==> config.mk <==
export PLATFORM = sky130hd
export DESIGN_NAME = fan_pmic_i2c_register_map_unit_flat
export DESIGN_NICKNAME = d
export VERILOG_FILES = /design/src/rtl/fpr_pkg.sv /design/src/rtl/fpr_if.sv /design/src/rtl/fan_pmic_i2c_register_map_unit.sv /design/src/rtl/fpr_cfg_regs.sv /design/src/rtl/fpr_read_mux.sv /design/src/rtl/fpr_state.sv /design/src/flat_wrapper.sv
export SDC_FILE = /design/constraint.sdc
export NUM_CORES = 1
export LEC_CHECK = 0
export BUFFER_PORTS_ARGS = -buffer_cell sky130_fd_sc_hd__buf_2
export CAP_MARGIN = 25
export CORE_ASPECT_RATIO = 1.75
export CORE_MARGIN = 4
export CORE_UTILIZATION = 50
export DETAILED_ROUTE_END_ITERATION = 10
export PLACE_DENSITY_LB_ADDON = 0.15
export SKIP_LAST_GASP = 1
export SYNTH_ARGS = -nofsm -noshare
export SYNTH_HDL_FRONTEND = slang
export SYNTH_SLANG_ARGS = --single-unit
==> constraint.sdc <==
create_clock -name i_clk -period 14.7 [get_ports i_clk]
set_input_delay 0.735 -clock i_clk [delete_from_list [all_inputs] [get_ports i_clk]]
set_output_delay 0.735 -clock i_clk [all_outputs]
set_load 0.005 [all_outputs]
==> src/rtl/fpr_pkg.sv <==
package fpr_pkg;

    // Number of fine-tune values held by default
    localparam int FPR_FINE_COUNT = 4;

    // Register addresses on the bus
    localparam logic [7:0] FPR_REG_DUTY      = 8'h00;
    localparam logic [7:0] FPR_REG_FAN_LO    = 8'h10;
    localparam logic [7:0] FPR_REG_FAN_HI    = 8'h11;
    localparam logic [7:0] FPR_REG_VOLT_LO   = 8'h20;
    localparam logic [7:0] FPR_REG_VOLT_HI   = 8'h21;
    localparam logic [7:0] FPR_REG_TEMP_LO   = 8'h30;
    localparam logic [7:0] FPR_REG_TEMP_HI   = 8'h31;
    localparam logic [7:0] FPR_REG_FINE_BASE = 8'h40;
    localparam logic [7:0] FPR_REG_HW_VER    = 8'hFD;
    localparam logic [7:0] FPR_REG_SW_VER    = 8'hFE;
    localparam logic [7:0] FPR_REG_DEV_ADDR  = 8'hFF;

    // Byte returned for an unknown register
    localparam logic [7:0] FPR_UNKNOWN_BYTE  = 8'hFF;

    // Mask of the checked part of a fine-tune byte
    localparam logic [7:0] FPR_FINE_MASK     = 8'h7F;

    // Reset values
    localparam logic [7:0] FPR_DUTY_RESET     = 8'h64;
    localparam logic [7:0] FPR_DUTY_MIN_RESET = 8'd20;
    localparam logic [7:0] FPR_DUTY_MAX_RESET = 8'd100;
    localparam logic [6:0] FPR_FINE_LIM_RESET = 7'd20;
    localparam logic [7:0] FPR_HW_VER_RESET   = 8'd1;
    localparam logic [7:0] FPR_SW_VER_RESET   = 8'd1;
    localparam logic [6:0] FPR_DEV_ADDR_RESET = 7'h5C;

    // Configuration register indexes
    localparam logic [2:0] FPR_CFG_DUTY_MIN = 3'd0;
    localparam logic [2:0] FPR_CFG_DUTY_MAX = 3'd1;
    localparam logic [2:0] FPR_CFG_FINE_LIM = 3'd2;
    localparam logic [2:0] FPR_CFG_HW_VER   = 3'd3;
    localparam logic [2:0] FPR_CFG_SW_VER   = 3'd4;
    localparam logic [2:0] FPR_CFG_DEV_ADDR = 3'd5;

    typedef struct packed {
        logic [7:0]  target_reg;
        logic [7:0]  data_count;
        logic [7:0]  wdata0;
        logic [7:0]  wdata1;
        logic [7:0]  wdata2;
        logic [7:0]  wdata3;
        logic [15:0] fan_speed;
        logic [15:0] supply_voltage;
        logic [15:0] chip_temperature;
    } t_item;

    typedef struct packed {
        logic [2:0]  read_len;
        logic [7:0]  rbyte0;
        logic [7:0]  rbyte1;
        logic [7:0]  rbyte2;
        logic [7:0]  rbyte3;
        logic        duty_changed;
        logic [11:0] pwm_compare;
        logic [3:0]  fine_changed_mask;
        logic [7:0]  fine_out0;
        logic [7:0]  fine_out1;
        logic [7:0]  fine_out2;
        logic [7:0]  fine_out3;
    } t_result;

    typedef struct packed {
        logic [7:0] duty_min;
        logic [7:0] duty_max;
        logic [6:0] fine_limit;
        logic [7:0] hw_version;
        logic [7:0] sw_version;
        logic [6:0] device_address;
    } t_cfg;

    typedef struct packed {
        logic       duty_changed;
        logic [3:0] fine_mask;
    } t_wr_status;

    typedef struct packed {
        logic [2:0] read_len;
        logic [7:0] rbyte0;
        logic [7:0] rbyte1;
        logic [7:0] rbyte2;
        logic [7:0] rbyte3;
    } t_read_data;

endpackage

==> src/rtl/fpr_if.sv <==
interface fpr_item_if
    import fpr_pkg::*;
();
    logic  valid;
    logic  ready;
    t_item item;

    modport source (output valid, output item, input ready);
    modport sink   (input valid, input item, output ready);
endinterface

interface fpr_result_if
    import fpr_pkg::*;
();
    logic    valid;
    logic    ready;
    t_result result;

    modport source (output valid, output result, input ready);
    modport sink   (input valid, input result, output ready);
endinterface

interface fpr_cfg_if;
    logic       valid;
    logic       ready;
    logic [2:0] idx;
    logic [7:0] data;

    modport source (output valid, output idx, output data, input ready);
    modport sink   (input valid, input idx, input data, output ready);
endinterface

==> src/rtl/fan_pmic_i2c_register_map_unit.sv <==
// Channel  | Direction | Payload                                   | Beat accepted when
// ---------+-----------+-------------------------------------------+---------------------
// i_in     | sink      | one finished bus transaction (t_item)     | valid && ready
// o_out    | source    | read bytes, change flags, state (t_result)| valid && ready
// i_cfg    | sink      | register index and write byte             | valid && ready
//
// One transaction a cycle while the result side does not stall: a beat lands in
// the input register, the decode and update logic works on it combinationally,
// and the result register takes the answer.
// Reset (synchronous, active low) empties both registers, loads duty 100, clears the
// fine values and restores the configuration defaults.
// A stalled result holds the result register; the input register still takes a beat
// while it is empty, then the input side stalls too. Configuration is always ready.
module fan_pmic_i2c_register_map_unit
    import fpr_pkg::*;
#(
    parameter int FINE_COUNT = FPR_FINE_COUNT
) (
    input  logic          i_clk,
    input  logic          i_rst_n,
    fpr_item_if.sink      i_in,
    fpr_result_if.source  o_out,
    fpr_cfg_if.sink       i_cfg
);

    logic                     r_in_valid;
    t_item                    r_in;
    logic                     r_out_valid;
    t_result                  r_out;
    logic                     advance;
    t_cfg                     cfg;
    logic [7:0]               duty;
    logic [7:0]               next_duty;
    logic [FINE_COUNT*8-1:0]  fine_flat;
    logic [FINE_COUNT*8-1:0]  next_fine_flat;
    t_wr_status               status;
    t_read_data               rd;
    logic [7:0]               fine_vis [4];
    t_result                  n_out;

    // Move the held transaction on when the result register is free or draining
    assign advance     = r_in_valid && (!r_out_valid || o_out.ready);
    assign i_in.ready  = !r_in_valid || advance;
    assign o_out.valid = r_out_valid;
    assign o_out.result = r_out;

    fpr_cfg_regs u_cfg (
        .i_clk   (i_clk),
        .i_rst_n (i_rst_n),
        .i_cfg   (i_cfg),
        .o_cfg   (cfg)
    );

    fpr_state #(
        .FINE_COUNT (FINE_COUNT)
    ) u_state (
        .i_clk            (i_clk),
        .i_rst_n          (i_rst_n),
        .i_item           (r_in),
        .i_advance        (advance),
        .i_cfg            (cfg),
        .o_duty           (duty),
        .o_fine_flat      (fine_flat),
        .o_next_duty      (next_duty),
        .o_next_fine_flat (next_fine_flat),
        .o_status         (status)
    );

    fpr_read_mux #(
        .FINE_COUNT (FINE_COUNT)
    ) u_read (
        .i_item      (r_in),
        .i_cfg       (cfg),
        .i_duty      (duty),
        .i_fine_flat (fine_flat),
        .o_rd        (rd)
    );

    // Fine values past the end of the bank read as zero
    for (genvar g = 0; g < 4; g++) begin : g_vis
        if (g < FINE_COUNT) begin : g_have
            assign fine_vis[g] = next_fine_flat[g*8 +: 8];
        end else begin : g_none
            assign fine_vis[g] = 8'd0;
        end
    end

    // Report state as it stands after this transaction
    always_comb begin
        n_out.read_len          = rd.read_len;
        n_out.rbyte0            = rd.rbyte0;
        n_out.rbyte1            = rd.rbyte1;
        n_out.rbyte2            = rd.rbyte2;
        n_out.rbyte3            = rd.rbyte3;
        n_out.duty_changed      = status.duty_changed;
        n_out.pwm_compare       = {next_duty, 4'b0000};
        n_out.fine_changed_mask = status.fine_mask;
        n_out.fine_out0         = fine_vis[0];
        n_out.fine_out1         = fine_vis[1];
        n_out.fine_out2         = fine_vis[2];
        n_out.fine_out3         = fine_vis[3];
    end

    always_ff @(posedge i_clk) begin
        if (!i_rst_n) begin
            r_in_valid  <= 1'b0;
            r_out_valid <= 1'b0;
        end else begin
            if (i_in.ready) begin
                r_in_valid <= i_in.valid;
            end
            if (advance) begin
                r_out_valid <= 1'b1;
            end else if (o_out.ready) begin
                r_out_valid <= 1'b0;
            end
        end
    end

    always_ff @(posedge i_clk) begin
        if (i_in.ready && i_in.valid) begin
            r_in <= i_in.item;
        end
        if (advance) begin
            r_out <= n_out;
        end
    end

endmodule

==> src/rtl/fpr_cfg_regs.sv <==
module fpr_cfg_regs
    import fpr_pkg::*;
(
    input  logic      i_clk,
    input  logic      i_rst_n,
    fpr_cfg_if.sink   i_cfg,
    output t_cfg      o_cfg
);

    t_cfg r_cfg;

    assign i_cfg.ready = 1'b1;
    assign o_cfg       = r_cfg;

    always_ff @(posedge i_clk) begin
        if (!i_rst_n) begin
            r_cfg.duty_min       <= FPR_DUTY_MIN_RESET;
            r_cfg.duty_max       <= FPR_DUTY_MAX_RESET;
            r_cfg.fine_limit     <= FPR_FINE_LIM_RESET;
            r_cfg.hw_version     <= FPR_HW_VER_RESET;
            r_cfg.sw_version     <= FPR_SW_VER_RESET;
            r_cfg.device_address <= FPR_DEV_ADDR_RESET;
        end else if (i_cfg.valid) begin
            unique case (i_cfg.idx)
                FPR_CFG_DUTY_MIN: r_cfg.duty_min       <= i_cfg.data;
                FPR_CFG_DUTY_MAX: r_cfg.duty_max       <= i_cfg.data;
                FPR_CFG_FINE_LIM: r_cfg.fine_limit     <= i_cfg.data[6:0];
                FPR_CFG_HW_VER:   r_cfg.hw_version     <= i_cfg.data;
                FPR_CFG_SW_VER:   r_cfg.sw_version     <= i_cfg.data;
                FPR_CFG_DEV_ADDR: r_cfg.device_address <= i_cfg.data[6:0];
                default: ; // drop writes to unused indexes
            endcase
        end
    end

endmodule

==> src/rtl/fpr_read_mux.sv <==
module fpr_read_mux
    import fpr_pkg::*;
#(
    parameter int FINE_COUNT = FPR_FINE_COUNT
) (
    input  t_item                    i_item,
    input  t_cfg                     i_cfg,
    input  logic [7:0]               i_duty,
    input  logic [FINE_COUNT*8-1:0]  i_fine_flat,
    output t_read_data               o_rd
);

    localparam int KW = (FINE_COUNT > 1) ? $clog2(FINE_COUNT) : 1;
    localparam int RW = (KW + 1 > 3) ? KW + 1 : 3;
    localparam int PW = FINE_COUNT * 8 + 32;

    logic          in_fine;
    logic [KW-1:0] k;
    logic [RW-1:0] rem;
    logic [PW-1:0] shifted;

    assign in_fine = (i_item.target_reg >= FPR_REG_FINE_BASE) &&
                     ({1'b0, i_item.target_reg} < 9'({1'b0, FPR_REG_FINE_BASE}) + 9'(FINE_COUNT));
    assign k       = i_item.target_reg[KW-1:0];
    assign rem     = RW'(FINE_COUNT) - RW'(k);
    // Bytes past the last fine value come out as zero from the padding
    assign shifted = {32'b0, i_fine_flat} >> {k, 3'b000};

    always_comb begin
        o_rd = '0;
        if (i_item.data_count == 8'd0) begin
            unique case (i_item.target_reg)
                FPR_REG_DUTY: begin
                    o_rd.read_len = 3'd1;
                    o_rd.rbyte0   = i_duty;
                end
                FPR_REG_DEV_ADDR: begin
                    o_rd.read_len = 3'd1;
                    o_rd.rbyte0   = {1'b0, i_cfg.device_address};
                end
                FPR_REG_HW_VER: begin
                    o_rd.read_len = 3'd2;
                    o_rd.rbyte0   = i_cfg.hw_version;
                    o_rd.rbyte1   = i_cfg.sw_version;
                end
                FPR_REG_SW_VER: begin
                    o_rd.read_len = 3'd1;
                    o_rd.rbyte0   = i_cfg.sw_version;
                end
                FPR_REG_FAN_LO: begin
                    o_rd.read_len = 3'd2;
                    o_rd.rbyte0   = i_item.fan_speed[7:0];
                    o_rd.rbyte1   = i_item.fan_speed[15:8];
                end
                FPR_REG_FAN_HI: begin
                    o_rd.read_len = 3'd1;
                    o_rd.rbyte0   = i_item.fan_speed[15:8];
                end
                FPR_REG_VOLT_LO: begin
                    o_rd.read_len = 3'd2;
                    o_rd.rbyte0   = i_item.supply_voltage[7:0];
                    o_rd.rbyte1   = i_item.supply_voltage[15:8];
                end
                FPR_REG_VOLT_HI: begin
                    o_rd.read_len = 3'd1;
                    o_rd.rbyte0   = i_item.supply_voltage[15:8];
                end
                FPR_REG_TEMP_LO: begin
                    o_rd.read_len = 3'd2;
                    o_rd.rbyte0   = i_item.chip_temperature[7:0];
                    o_rd.rbyte1   = i_item.chip_temperature[15:8];
                end
                FPR_REG_TEMP_HI: begin
                    o_rd.read_len = 3'd1;
                    o_rd.rbyte0   = i_item.chip_temperature[15:8];
                end
                default: begin
                    if (in_fine) begin
                        o_rd.read_len = (rem > RW'(4)) ? 3'd4 : rem[2:0];
                        o_rd.rbyte0   = shifted[7:0];
                        o_rd.rbyte1   = shifted[15:8];
                        o_rd.rbyte2   = shifted[23:16];
                        o_rd.rbyte3   = shifted[31:24];
                    end else begin
                        o_rd.read_len = 3'd1;
                        o_rd.rbyte0   = FPR_UNKNOWN_BYTE;
                    end
                end
            endcase
        end
    end

endmodule

==> src/rtl/fpr_state.sv <==
module fpr_state
    import fpr_pkg::*;
#(
    parameter int FINE_COUNT = FPR_FINE_COUNT
) (
    input  logic                     i_clk,
    input  logic                     i_rst_n,
    input  t_item                    i_item,
    input  logic                     i_advance,
    input  t_cfg                     i_cfg,
    output logic [7:0]               o_duty,
    output logic [FINE_COUNT*8-1:0]  o_fine_flat,
    output logic [7:0]               o_next_duty,
    output logic [FINE_COUNT*8-1:0]  o_next_fine_flat,
    output t_wr_status               o_status
);

    localparam int KW = (FINE_COUNT > 1) ? $clog2(FINE_COUNT) : 1;

    logic [7:0]      r_duty;
    logic [7:0]      n_duty;
    logic [7:0]      r_fine [FINE_COUNT];
    logic [7:0]      n_fine [FINE_COUNT];
    logic [FINE_COUNT-1:0] fine_hit;
    logic [7:0]      wd [4];
    logic            is_write;
    logic            in_fine;
    logic            duty_hit;
    logic [KW-1:0]   k;

    assign wd[0]    = i_item.wdata0;
    assign wd[1]    = i_item.wdata1;
    assign wd[2]    = i_item.wdata2;
    assign wd[3]    = i_item.wdata3;
    assign is_write = (i_item.data_count != 8'd0);
    assign in_fine  = (i_item.target_reg >= FPR_REG_FINE_BASE) &&
                      ({1'b0, i_item.target_reg} < 9'({1'b0, FPR_REG_FINE_BASE}) + 9'(FINE_COUNT));
    assign k        = i_item.target_reg[KW-1:0];

    // Duty takes a single in-range byte that differs from the current value
    assign duty_hit = is_write && (i_item.target_reg == FPR_REG_DUTY) &&
                      (i_item.data_count == 8'd1) && (i_item.wdata0 != r_duty) &&
                      (i_item.wdata0 >= i_cfg.duty_min) && (i_item.wdata0 <= i_cfg.duty_max);
    assign n_duty   = duty_hit ? i_item.wdata0 : r_duty;

    for (genvar g = 0; g < FINE_COUNT; g++) begin : g_fine
        logic [KW:0] off;
        logic [7:0]  off8;
        logic [7:0]  v;

        assign off  = (KW+1)'(g) - {1'b0, k};
        assign off8 = 8'(off);
        assign v    = wd[off8[1:0]];
        assign fine_hit[g] = is_write && in_fine && ((KW+1)'(g) >= {1'b0, k}) &&
                             (off8 < 8'd4) && (off8 < i_item.data_count) &&
                             (v != r_fine[g]) && ((v & FPR_FINE_MASK) <= {1'b0, i_cfg.fine_limit});
        assign n_fine[g] = fine_hit[g] ? v : r_fine[g];
        assign o_fine_flat[g*8 +: 8]      = r_fine[g];
        assign o_next_fine_flat[g*8 +: 8] = n_fine[g];
    end

    always_comb begin
        o_status.duty_changed = duty_hit;
        o_status.fine_mask    = '0;
        for (int i = 0; i < 4; i++) begin
            if (i < FINE_COUNT) begin
                o_status.fine_mask[i] = fine_hit[i];
            end
        end
    end

    assign o_duty      = r_duty;
    assign o_next_duty = n_duty;

    always_ff @(posedge i_clk) begin
        if (!i_rst_n) begin
            r_duty <= FPR_DUTY_RESET;
            for (int i = 0; i < FINE_COUNT; i++) begin
                r_fine[i] <= '0;
            end
        end else if (i_advance) begin
            r_duty <= n_duty;
            for (int i = 0; i < FINE_COUNT; i++) begin
                r_fine[i] <= n_fine[i];
            end
        end
    end

endmodule

==> src/flat_wrapper.sv <==
// flat-port wrapper written by rule: the top's interface ports become plain ports
module fan_pmic_i2c_register_map_unit_flat import fpr_pkg::*;
#(
    parameter int FINE_COUNT = FPR_FINE_COUNT
)
  (i_clk, i_rst_n, i_in_valid, i_in_item, i_in_ready, o_out_valid, o_out_result, o_out_ready, i_cfg_valid, i_cfg_idx, i_cfg_data, i_cfg_ready);
  fpr_item_if i_in_i ();
  fpr_result_if o_out_i ();
  fpr_cfg_if i_cfg_i ();
  input  logic i_clk;
  input  logic i_rst_n;
  input wire logic [$bits(i_in_i.valid)-1:0] i_in_valid;
  input wire logic [$bits(i_in_i.item)-1:0] i_in_item;
  output wire logic [$bits(i_in_i.ready)-1:0] i_in_ready;
  output wire logic [$bits(o_out_i.valid)-1:0] o_out_valid;
  output wire logic [$bits(o_out_i.result)-1:0] o_out_result;
  input wire logic [$bits(o_out_i.ready)-1:0] o_out_ready;
  input wire logic [$bits(i_cfg_i.valid)-1:0] i_cfg_valid;
  input wire logic [$bits(i_cfg_i.idx)-1:0] i_cfg_idx;
  input wire logic [$bits(i_cfg_i.data)-1:0] i_cfg_data;
  output wire logic [$bits(i_cfg_i.ready)-1:0] i_cfg_ready;
  assign i_in_i.valid = i_in_valid;
  assign i_in_i.item = i_in_item;
  assign i_in_ready = i_in_i.ready;
  assign o_out_valid = o_out_i.valid;
  assign o_out_result = o_out_i.result;
  assign o_out_i.ready = o_out_ready;
  assign i_cfg_i.valid = i_cfg_valid;
  assign i_cfg_i.idx = i_cfg_idx;
  assign i_cfg_i.data = i_cfg_data;
  assign i_cfg_ready = i_cfg_i.ready;
  fan_pmic_i2c_register_map_unit #(.FINE_COUNT(FINE_COUNT)) u_core (.i_clk(i_clk), .i_rst_n(i_rst_n), .i_in(i_in_i), .o_out(o_out_i), .i_cfg(i_cfg_i));
endmodule
==> impl_metrics.yaml, run 1 <==
route:
  dr.pass1.iters: 5
  vias: 10300
  drc: 0
  wl_mm: 40.8
  drt_iter0_markers: 915
  antenna_left: 0
  routedWlPerCell_um: 24.6
  vias_per_cell: 6.21
global_routing:
  grt_max_degree: 75
  antenna_found_initial: 0
  grtUsageTotal: 0.268
  grt_overflow: 0
  grt_pass1_wl_mm: 60.5
  grt_pass1_vias: 10100
sta:
  fmax_mhz: 201
  hold_viol_final: 0
  tns_ns: 0
  max-slew-margin-rel: 0.314
  tightest_slew_ns: 1.02
  skew_ns: 0.0154
  period_share: 0.338
  finalSetupViolCount: 0
  slew_violations: 0
  rsz0062_at_grt: "false"
  post-route-min-period_ns: 4.96
job:
  cap_violations: 0
finish:
  final_common_cell: "edfxtp_1"
  antenna_cells: 0
  final_cells: 1654
  multi_input_area_um2: 5700
  nets: 1482
  final_cell_mix: "208 x edfxtp_1, 195 x buf_2, 146 x nand2_1"
  ff_latch_area_um2: 7370
  drive_above_1_share: 0.226
  fillers: 2216
  area.growth.synth_to_final_pct: 15.4
setup_path:
  crit_type: "reg2reg"
  start_kind: "flop"
  cp.arrival_ns: 5.34
  end_kind: "flop"
  critical_path_peak_fanout: 74
  cp.required_ns: 15.08
die:
  die_h_um: 225
  start_util: 0.506
  io_pins: 199
  core_um2: 26600
  dieArea_um2: 29700
  die_w_um: 132
  placementRows: 79
placement:
  dp_cells: 1609
  gp_congestion: 0.945
  port_buffers: 193
  dp_hpwl_mm: 31.2
run_status:
  run_status: "completed"
clocking:
  cts_setup_buffers: 0
  clk_latency_ns: 0.54
  clockRootBuffer: "clkbuf_16"
  ctsResizeCount: 0
  htreeDepth: 1
  cts_buffers: 25
  clk_path_buf_depth: 3
  clk_pin_slew_ns: 0.07
  hold_buffers: 0
  cts_tree: "yes"
  cts_sinks: 264
yosys:
  ys_seq_elements: 264
  synth_area_um2: 13500
  synth_top_cell_by_area: "edfxtp_1"
  synthFlopType: "edfxtp_1"
  synth.avg_cell_area_um2: 11.8
  synth_edf_count: 208
  yosys-top-cells-area: "edfxtp_1 46%, dfxtp_1 8.3%, mux4_2 5.4%"
  synth_top_area_frac: 0.464
  synth_async_sr_flop_share: 0
  synth_seq_area_share: 0.547
  synthCells: 1144
  synth_warnings: 0
  ys_types: 57
pwr:
  total_leakage_power_nw: 5.81
  ir_drop_mv: 0.105
  powerDensity_nw_per_um2: 115
min_path:
  hold_class: "in2reg"
-- kinds of logic after synthesis --
group | Yosys count | synth area share
other | 2 | 0.000558
buffers and inverters | 100 | 0.0307
AND/OR/NAND/NOR | 326 | 0.118
multiplexers | 66 | 0.0821
flip-flops | 264 | 0.547
XOR/XNOR | 40 | 0.0260
AO/OA/AOI/OAI | 289 | 0.142
adder cells (fa/ha/maj) | 57 | 0.0530
-- layer usage --
layer,up-vias,track usage,part of all wire
met5,-,0,0
met4,0,0.176,0.075
li1,4733,-,-
met2,467,0.488,0.53
met1,4921,0.293,0.34
met3,151,0.0299,0.056
-- flip-flops by register name (all words and copies together) (netlist names) --
signal	flops
u_core.u_cfg.o_cfg	46
u_core.u_state.o_duty	8
u_core.r_in	96
u_core.r_in_valid	1
u_core.o_out.result	80
u_core.o_out.valid	1
u_core.u_state.r_fine	32
-- critical path: stages, from the launching register on --
cell	delay, ns
edfxtp_1	0.33
buf_4	0.73
inv_1	0.23
ha_1	0.94
mux4_2	0.48
ha_1	0.31
nor2b_1	0.14
o21a_1	0.16
o21a_1	0.18
o31ai_1	0.82
nand4_1	0.23
a21oi_1	0.20
-- final cells by class --
class                   instances  area share
multi-input cells             783       0.367
flip-flops and latches        264       0.474
inverters                      35     0.00854
clock inverters                14      0.0114
well taps                     324      0.0261
repair buffers                204      0.0672
clock buffers                  30      0.0455
-- report_power, final --
group | total [mW] | switching (mW) | internal, mW
clock | 0.695 | 0.282 | 0.413
sequential | 0.877 | 0.0340 | 0.843
combinational | 0.211 | 0.126 | 0.0843
-- cell usage after synthesis, types with 12 or more instances --
cell / count
inv_1: 35
a22oi_1: 33
a21oi_1: 99
a222oi_1: 13
dfxtp_1: 56
xnor2_1: 40
edfxtp_1: 208
buf_1: 12
clkbuf_1: 39
o31ai_1: 43
nor2b_1: 18
ha_1: 57
nand2_1: 146
nor2_1: 44
o21ai_0: 24
mux4_2: 32
mux2i_1: 23
nand4_1: 49
and2_1: 14
-- worst paths after layout --
kind	depth (start not counted)	startpoint	end	slack, ns
min	1	i_in_item[63]	u_core.r_in[63]	0.37
max	11	u_core.r_in[88]	u_core.u_state.r_fine[0][7]	9.74
min reg2reg	2	u_core.u_cfg.o_cfg[34]	u_core.u_cfg.o_cfg[34]	0.45
max reg2reg	11	u_core.r_in[88]	u_core.u_state.r_fine[0][7]	9.74
-- per-stage QoR --
stage,cell area (um^2),worst slack [ns],util,hold slack (ns),power [mW]
detailed placement,14600,9.63,0.551,0.447,1.10
global route,15500,9.24,0.584,0.351,1.84
CTS,15500,9.57,0.584,0.345,1.79
global placement,14600,9.74,0.550,0.442,1.10
floorplan,13500,9.71,-,0.436,1.02
finish,15500,9.74,0.584,0.370,1.78
(Power assumes the default switching activity.)
==> run 2: changes to the inputs <==
==> constraint.sdc (replaced) <==
create_clock -name i_clk -period 4.4 [get_ports i_clk]
set_input_delay 0.22 -clock i_clk [delete_from_list [all_inputs] [get_ports i_clk]]
set_output_delay 0.22 -clock i_clk [all_outputs]
set_load 0.005 [all_outputs]
==> run 2 against run 1 <==
- critical endpoint unchanged
- maximum frequency up 24%
- clock skew grew 0.0028 ns
- largest power group unchanged
- cell count up 6.5%
==> impl_metrics.yaml, run 2 (synthesis gave the netlist of run 1 again) <==
clocking:
  ctsResizeCount: 0
  clk_latency_ns: 0.55
  cts_buffers: 25
  clockRootBuffer: "clkbuf_16"
  clk_pin_slew_ns: 0.07
  cts_sinks: 264
  cts_tree: "yes"
  clk_path_buf_depth: 3
  htreeDepth: 1
sta:
  skew_ns: 0.0182
  tns_ns: 0
  tightest_slew_ns: 1.03
  slew_violations: 0
  finalSetupViolCount: 0
  rsz0062_at_grt: "false"
  max-slew-margin-rel: 0.307
  fmax_mhz: 250
  period_share: 0.909
  post-route-min-period_ns: 4.00
  hold_viol_final: 0
placement:
  port_buffers: 193
  gp_congestion: 0.948
  dp_hpwl_mm: 31.3
  place_area_um2: 14700
min_path:
  hold_class: "in2reg"
  min_from: "i_cfg_data[6]"
die:
  placementRows: 79
  start_util: 0.506
  die_w_um: 132
  core_um2: 26600
  die_h_um: 225
  dieArea_um2: 29700
  io_pins: 199
global_routing:
  grt_pass1_vias: 11200
  grt_max_degree: 74
  antenna_found_initial: 0
  grt_overflow: 0
  grtUsageTotal: 0.281
  grt_pass1_wl_mm: 64.2
job:
  cap_violations: 0
finish:
  nets: 1589
  drive_above_1_share: 0.209
  final_common_cell: "edfxtp_1"
  final_cell_mix: "208 x edfxtp_1, 194 x buf_2, 146 x nand2_1"
  largest_reg_flops: 96
  area.growth.synth_to_final_pct: 22.8
  regMostFlops: "u_core.r_in"
  design_area_um2: 16500
pwr:
  powerDensity_nw_per_um2: 355
  ir_drop_mv: 0.314
  total_leakage_power_nw: 6.21
setup_path:
  critical_path_peak_fanout: 73
  start_kind: "flop"
  crit_type: "reg2reg"
  r2r_start: "u_core.r_in[88]"
  worstSetupStartpoint: "u_core.r_in[88]"
  crit_slowest_cell: "o31ai_1"
  cp.required_ns: 4.78
  cp.arrival_ns: 4.38
  crit_path_frequent_cell: "o21a_1"
  path_cells: "buf_4, mux4_2, ha_1, nor2b_1, o21a_1, o21a_1, o31ai_1, nand4_1, a21oi_1"
  end_kind: "flop"
  max_stage_delay_ns: 0.83
route:
  routedWlPerCell_um: 24.1
  antenna_left: 0
  wl_mm: 42.5
  drt_iter0_markers: 928
  drc: 0
  vias_per_cell: 6.14
  vias: 10800
  dr.pass1.iters: 5
run_status:
  run_status: "completed"
## run 2: cell count changes in the layout (fill, tap and decap cells not counted), moves of 2 or more
cell,before,now
dlygate4sd3_1,0,102
clkbuf_16,27,25
clkbuf_1,1,4
clkinv_1,1,3
clkinv_4,2,0
buf_4,9,14
clkbuf_8,2,0
## run 2: area by class of cell
type / count / area [um^2]
inverters: 35 / 133
multi-input cells: 783 / 5700
flip-flops and latches: 264 / 7370
clock buffers: 29 / 641
well taps: 324 / 405
diodes: 1 / 2.50
clock inverters: 15 / 159
repair buffers: 311 / 2120
fillers: 2118 / 10100
## run 2: per-layer routing
layer	vias up	global-route usage	part of all wire
li1	4943	-	-
met1	5201	0.299	0.34
met2	506	0.516	0.53
met3	163	0.0351	0.057
met4	0	0.194	0.078
met5	-	0	0
## run 2: path summary, 6_finish.rpt
kind / slack (ns) / to / cells after the start
worst min-delay path: 0.01 / u_core.u_cfg.o_cfg[13] / 3
worst max-delay path: 0.40 / u_core.u_state.r_fine[0][7] / 9
worst min register to register: 0.45 / u_core.u_cfg.o_cfg[16] / 2
worst max register to register: 0.40 / u_core.u_state.r_fine[0][7] / 9
## run 2: per-stage QoR
step	setup slack [ns]	total power, mW	cells	hold slack, ns	util
floorplan	0.0342	3.40	1147	0.319	-
global placement	0.521	3.67	1613	0.396	0.552
detailed placement	0.507	3.69	1615	0.398	0.553
CTS	0.458	5.89	1761	0.000668	0.622
global route	0.174	6.08	1761	0.0123	0.622
finish	0.400	5.87	1762	0.0115	0.622
## run 2: critical path, delay by kind of cell (launching register included)
kind,cells,cell delay [ns]
compound gates,4,1.38
buf+inv,1,0.74
mux,1,0.66
simple gates,2,0.38
flops,1,0.34
fa+ha+maj,1,0.31
## run 2: what timing repair did
| action | 4_1_cts | 5_1_grt |
|---|---|---|
| setup buffers | 0 | 0 |
| endpoints found under the hold margin | 108 | 0 |
| hold buffers | 102 | 0 |
| setup endpoints to repair | 0 | 0 |
## run 2: power by group
group / internal [mW] / leakage (nW) / switching [mW]
logic: 0.346 / 3.34 / 0.438
clock network: 1.22 / 0.390 / 0.938
registers: 2.82 / 2.49 / 0.113
total: 4.39 / 6.21 / 1.49
==> run 3: changes to the inputs <==
--- a/config.mk
+++ b/config.mk
@@ -7,9 +7,11 @@
 export LEC_CHECK = 0
 export BUFFER_PORTS_ARGS = -buffer_cell sky130_fd_sc_hd__buf_2
 export CAP_MARGIN = 25
+export CELL_PAD_IN_SITES_DETAIL_PLACEMENT = 2
+export CELL_PAD_IN_SITES_GLOBAL_PLACEMENT = 2
 export CORE_ASPECT_RATIO = 1.75
 export CORE_MARGIN = 4
-export CORE_UTILIZATION = 50
+export CORE_UTILIZATION = 35
 export DETAILED_ROUTE_END_ITERATION = 10
 export PLACE_DENSITY_LB_ADDON = 0.15
 export SKIP_LAST_GASP = 1
==> run 3 against run 2 <==
- sequential power about the same
- clock-buffer cell count up 7
- clock power is 6% higher
- flip-flop and latch count is the same
- hold slack about the same
- global-route usage decreased by 3.0 points
- first-iteration DRC count is 18% lower
- cell count grew 9.4%
- non-clock buffer count up 6
- critical path type unchanged
- largest power group unchanged
==> impl_metrics.yaml, run 3 (synthesis gave the netlist of run 1 again) <==
sta:
  rsz0062_at_grt: "false"
  post-route-min-period_ns: 4.09
  slew_violations: 0
  holdWs_ns: 0.0111
  max-slew-margin-rel: 0.280
  finalSetupViolCount: 0
  period_share: 0.930
  hold_viol_final: 0
  tightest_slew_ns: 1.07
  skew_ns: 0.0173
  tns_ns: 0
  fmax_mhz: 244
route:
  dr.pass1.iters: 7
  vias_per_cell: 5.77
  drt_iter0_markers: 759
  routedWlPerCell_um: 27.8
  wl_mm: 53.6
  drc: 0
  antenna_left: 0
  vias: 11100
clocking:
  htreeDepth: 1
  clockRootBuffer: "clkbuf_16"
  cts_buffers: 26
  cts_setup_buffers: 0
  cts_sinks: 264
  clk_path_buf_depth: 3
  clk_latency_ns: 0.56
  cts_tree: "yes"
  clk_pin_slew_ns: 0.07
pwr:
  swShare: 0.264
  clkPwrFrac: 0.379
  pwr-share-seq: 0.484
  internal-power_mw: 4.48
  p_comb_frac: 0.138
  total_leakage_power_nw: 6.26
  ir_drop_mv: 0.312
  powerDensity_nw_per_um2: 362
  p_total_mw: 6.08
  p_sw_mw: 1.61
finish:
  antenna_cells: 0
  final_cell_mix: "208 x edfxtp_1, 195 x buf_2, 145 x nand2_1"
  regMostFlops: "u_core.r_in"
  final_common_cell: "edfxtp_1"
  drive_above_1_share: 0.214
  area.growth.synth_to_final_pct: 24.7
  nets: 1596
  largest_reg_flops: 96
  fillers: 3911
  utilization: 0.445
global_routing:
  grtUsageTotal: 0.252
  grt_max_degree: 74
  grt_pass1_vias: 12500
  grt_pass1_wl_mm: 79.5
  antenna_found_initial: 0
  grt_overflow: 0
setup_path:
  ff2ff_setup_slack_ns: 0.31
  path_cells: "buf_4, mux4_2, ha_1, nor2b_1, o21a_1, o21a_1, o31ai_1, nand4_1, a21oi_1"
  crit_type: "reg2reg"
  start_kind: "flop"
  critPathBufInv: 1
  max_stage_delay_ns: 0.85
  cp.arrival_ns: 4.49
  r2r_end: "u_core.u_state.r_fine[3][6]"
  worstSetupStartpoint: "u_core.r_in[88]"
  cp.required_ns: 4.80
  r2r_start: "u_core.r_in[88]"
  r2r_cells: 9
  crit_path_frequent_cell: "o21a_1"
  crit_slowest_cell: "o31ai_1"
  end_kind: "flop"
  critical_path_peak_fanout: 73
  crit_family: "compound AO/OA/AOI/OAI gates"
min_path:
  whs_endpoint: "u_core.u_cfg.o_cfg[19]"
  min_from: "i_cfg_data[4]"
  whs_path_depth: 3
  hold_class: "in2reg"
die:
  core_um2: 37800
  io_pins: 199
  placementRows: 94
  die_w_um: 156
  die_h_um: 267
  start_util: 0.357
  dieArea_um2: 41800
placement:
  gp_congestion: 0.884
  dp_hpwl_mm: 39.7
  port_buffers: 193
job:
  cap_violations: 0
run_status:
  run_status: "completed"
## run 3: cell count changes in the layout (fill, tap and decap cells not counted), sizes merged
cell | before | now
buf | 209 | 217
clkbuf | 29 | 36
dlygate4sd3 | 102 | 100
clkinv | 9 | 8
clkinvlp | 2 | 1
diode | 1 | 0
inv | 36 | 35
## run 3: per-stage QoR
step	worst slack, ns	std cells	cell area, um^2
after floorplan	0.0342	1147	13500
after CTS	0.326	1927	16800
final	0.307	1927	16800
after detailed placement	0.339	1779	14900
after global routing	0.0230	1927	16800
after global placement	0.390	1777	14900
## run 3: how the worst max path moves through the flow
stage	endpoint	slack (ns)	cells past startpoint
floorplan	u_core.u_state.r_fine[0][7]	0.03	17
global placement	u_core.u_state.r_fine[0][7]	0.39	9
detailed placement	u_core.u_state.r_fine[3][6]	0.34	9
CTS	u_core.u_state.r_fine[3][6]	0.33	9
global route	u_core.u_state.r_fine[3][6]	0.02	9
finish	u_core.u_state.r_fine[3][6]	0.31	9
## run 3: what timing repair did
| item | 4_1_cts | 5_1_grt |
|---|---|---|
| setup endpoints to repair | 0 | 0 |
| resized for setup | 0 | 0 |
| hold buffers | 100 | 0 |
| hold endpoints to repair | 102 | 0 |
## run 3: metal layers
metal  up-vias  GRT usage  part of all wire
met5         -          0                 0
met4         0      0.140             0.065
met3       142     0.0273             0.037
met2       359      0.479              0.55
met1      5644      0.263              0.35
li1       4968          -                 -
## run 3: layout make-up
cell class | instances | area, um^2 | share of cell area
Sequential cell | 264 | 7370 | 0.439
Multi-Input combinational cell | 783 | 5700 | 0.339
Timing Repair Buffer | 317 | 2140 | 0.128
Clock buffer | 36 | 709 | 0.0423
Tap cell | 480 | 601 | 0.0358
Clock inverter | 12 | 139 | 0.00827
Inverter | 35 | 133 | 0.00790
## run 3: worst register-to-register path, delay by kind of cell (launching register included)
family | cells | cell delay [ns]
compound gates | 4 | 1.41
fa+ha+maj | 1 | 0.32
buf+inv | 1 | 0.77
flops | 1 | 0.35
mux | 1 | 0.67
simple gates | 2 | 0.42
## run 3: power groups by stage
| stage | clock (mW) | combinational, mW | sequential [mW] |
|---|---|---|---|
| after floorplan | 0 | 0.471 | 2.93 |
| after global placement | 0 | 0.725 | 2.99 |
| after detailed placement | 0 | 0.756 | 3.00 |
| after CTS | 2.33 | 0.831 | 2.94 |
| after global routing | 2.45 | 0.913 | 2.95 |
| final | 2.30 | 0.837 | 2.94 |
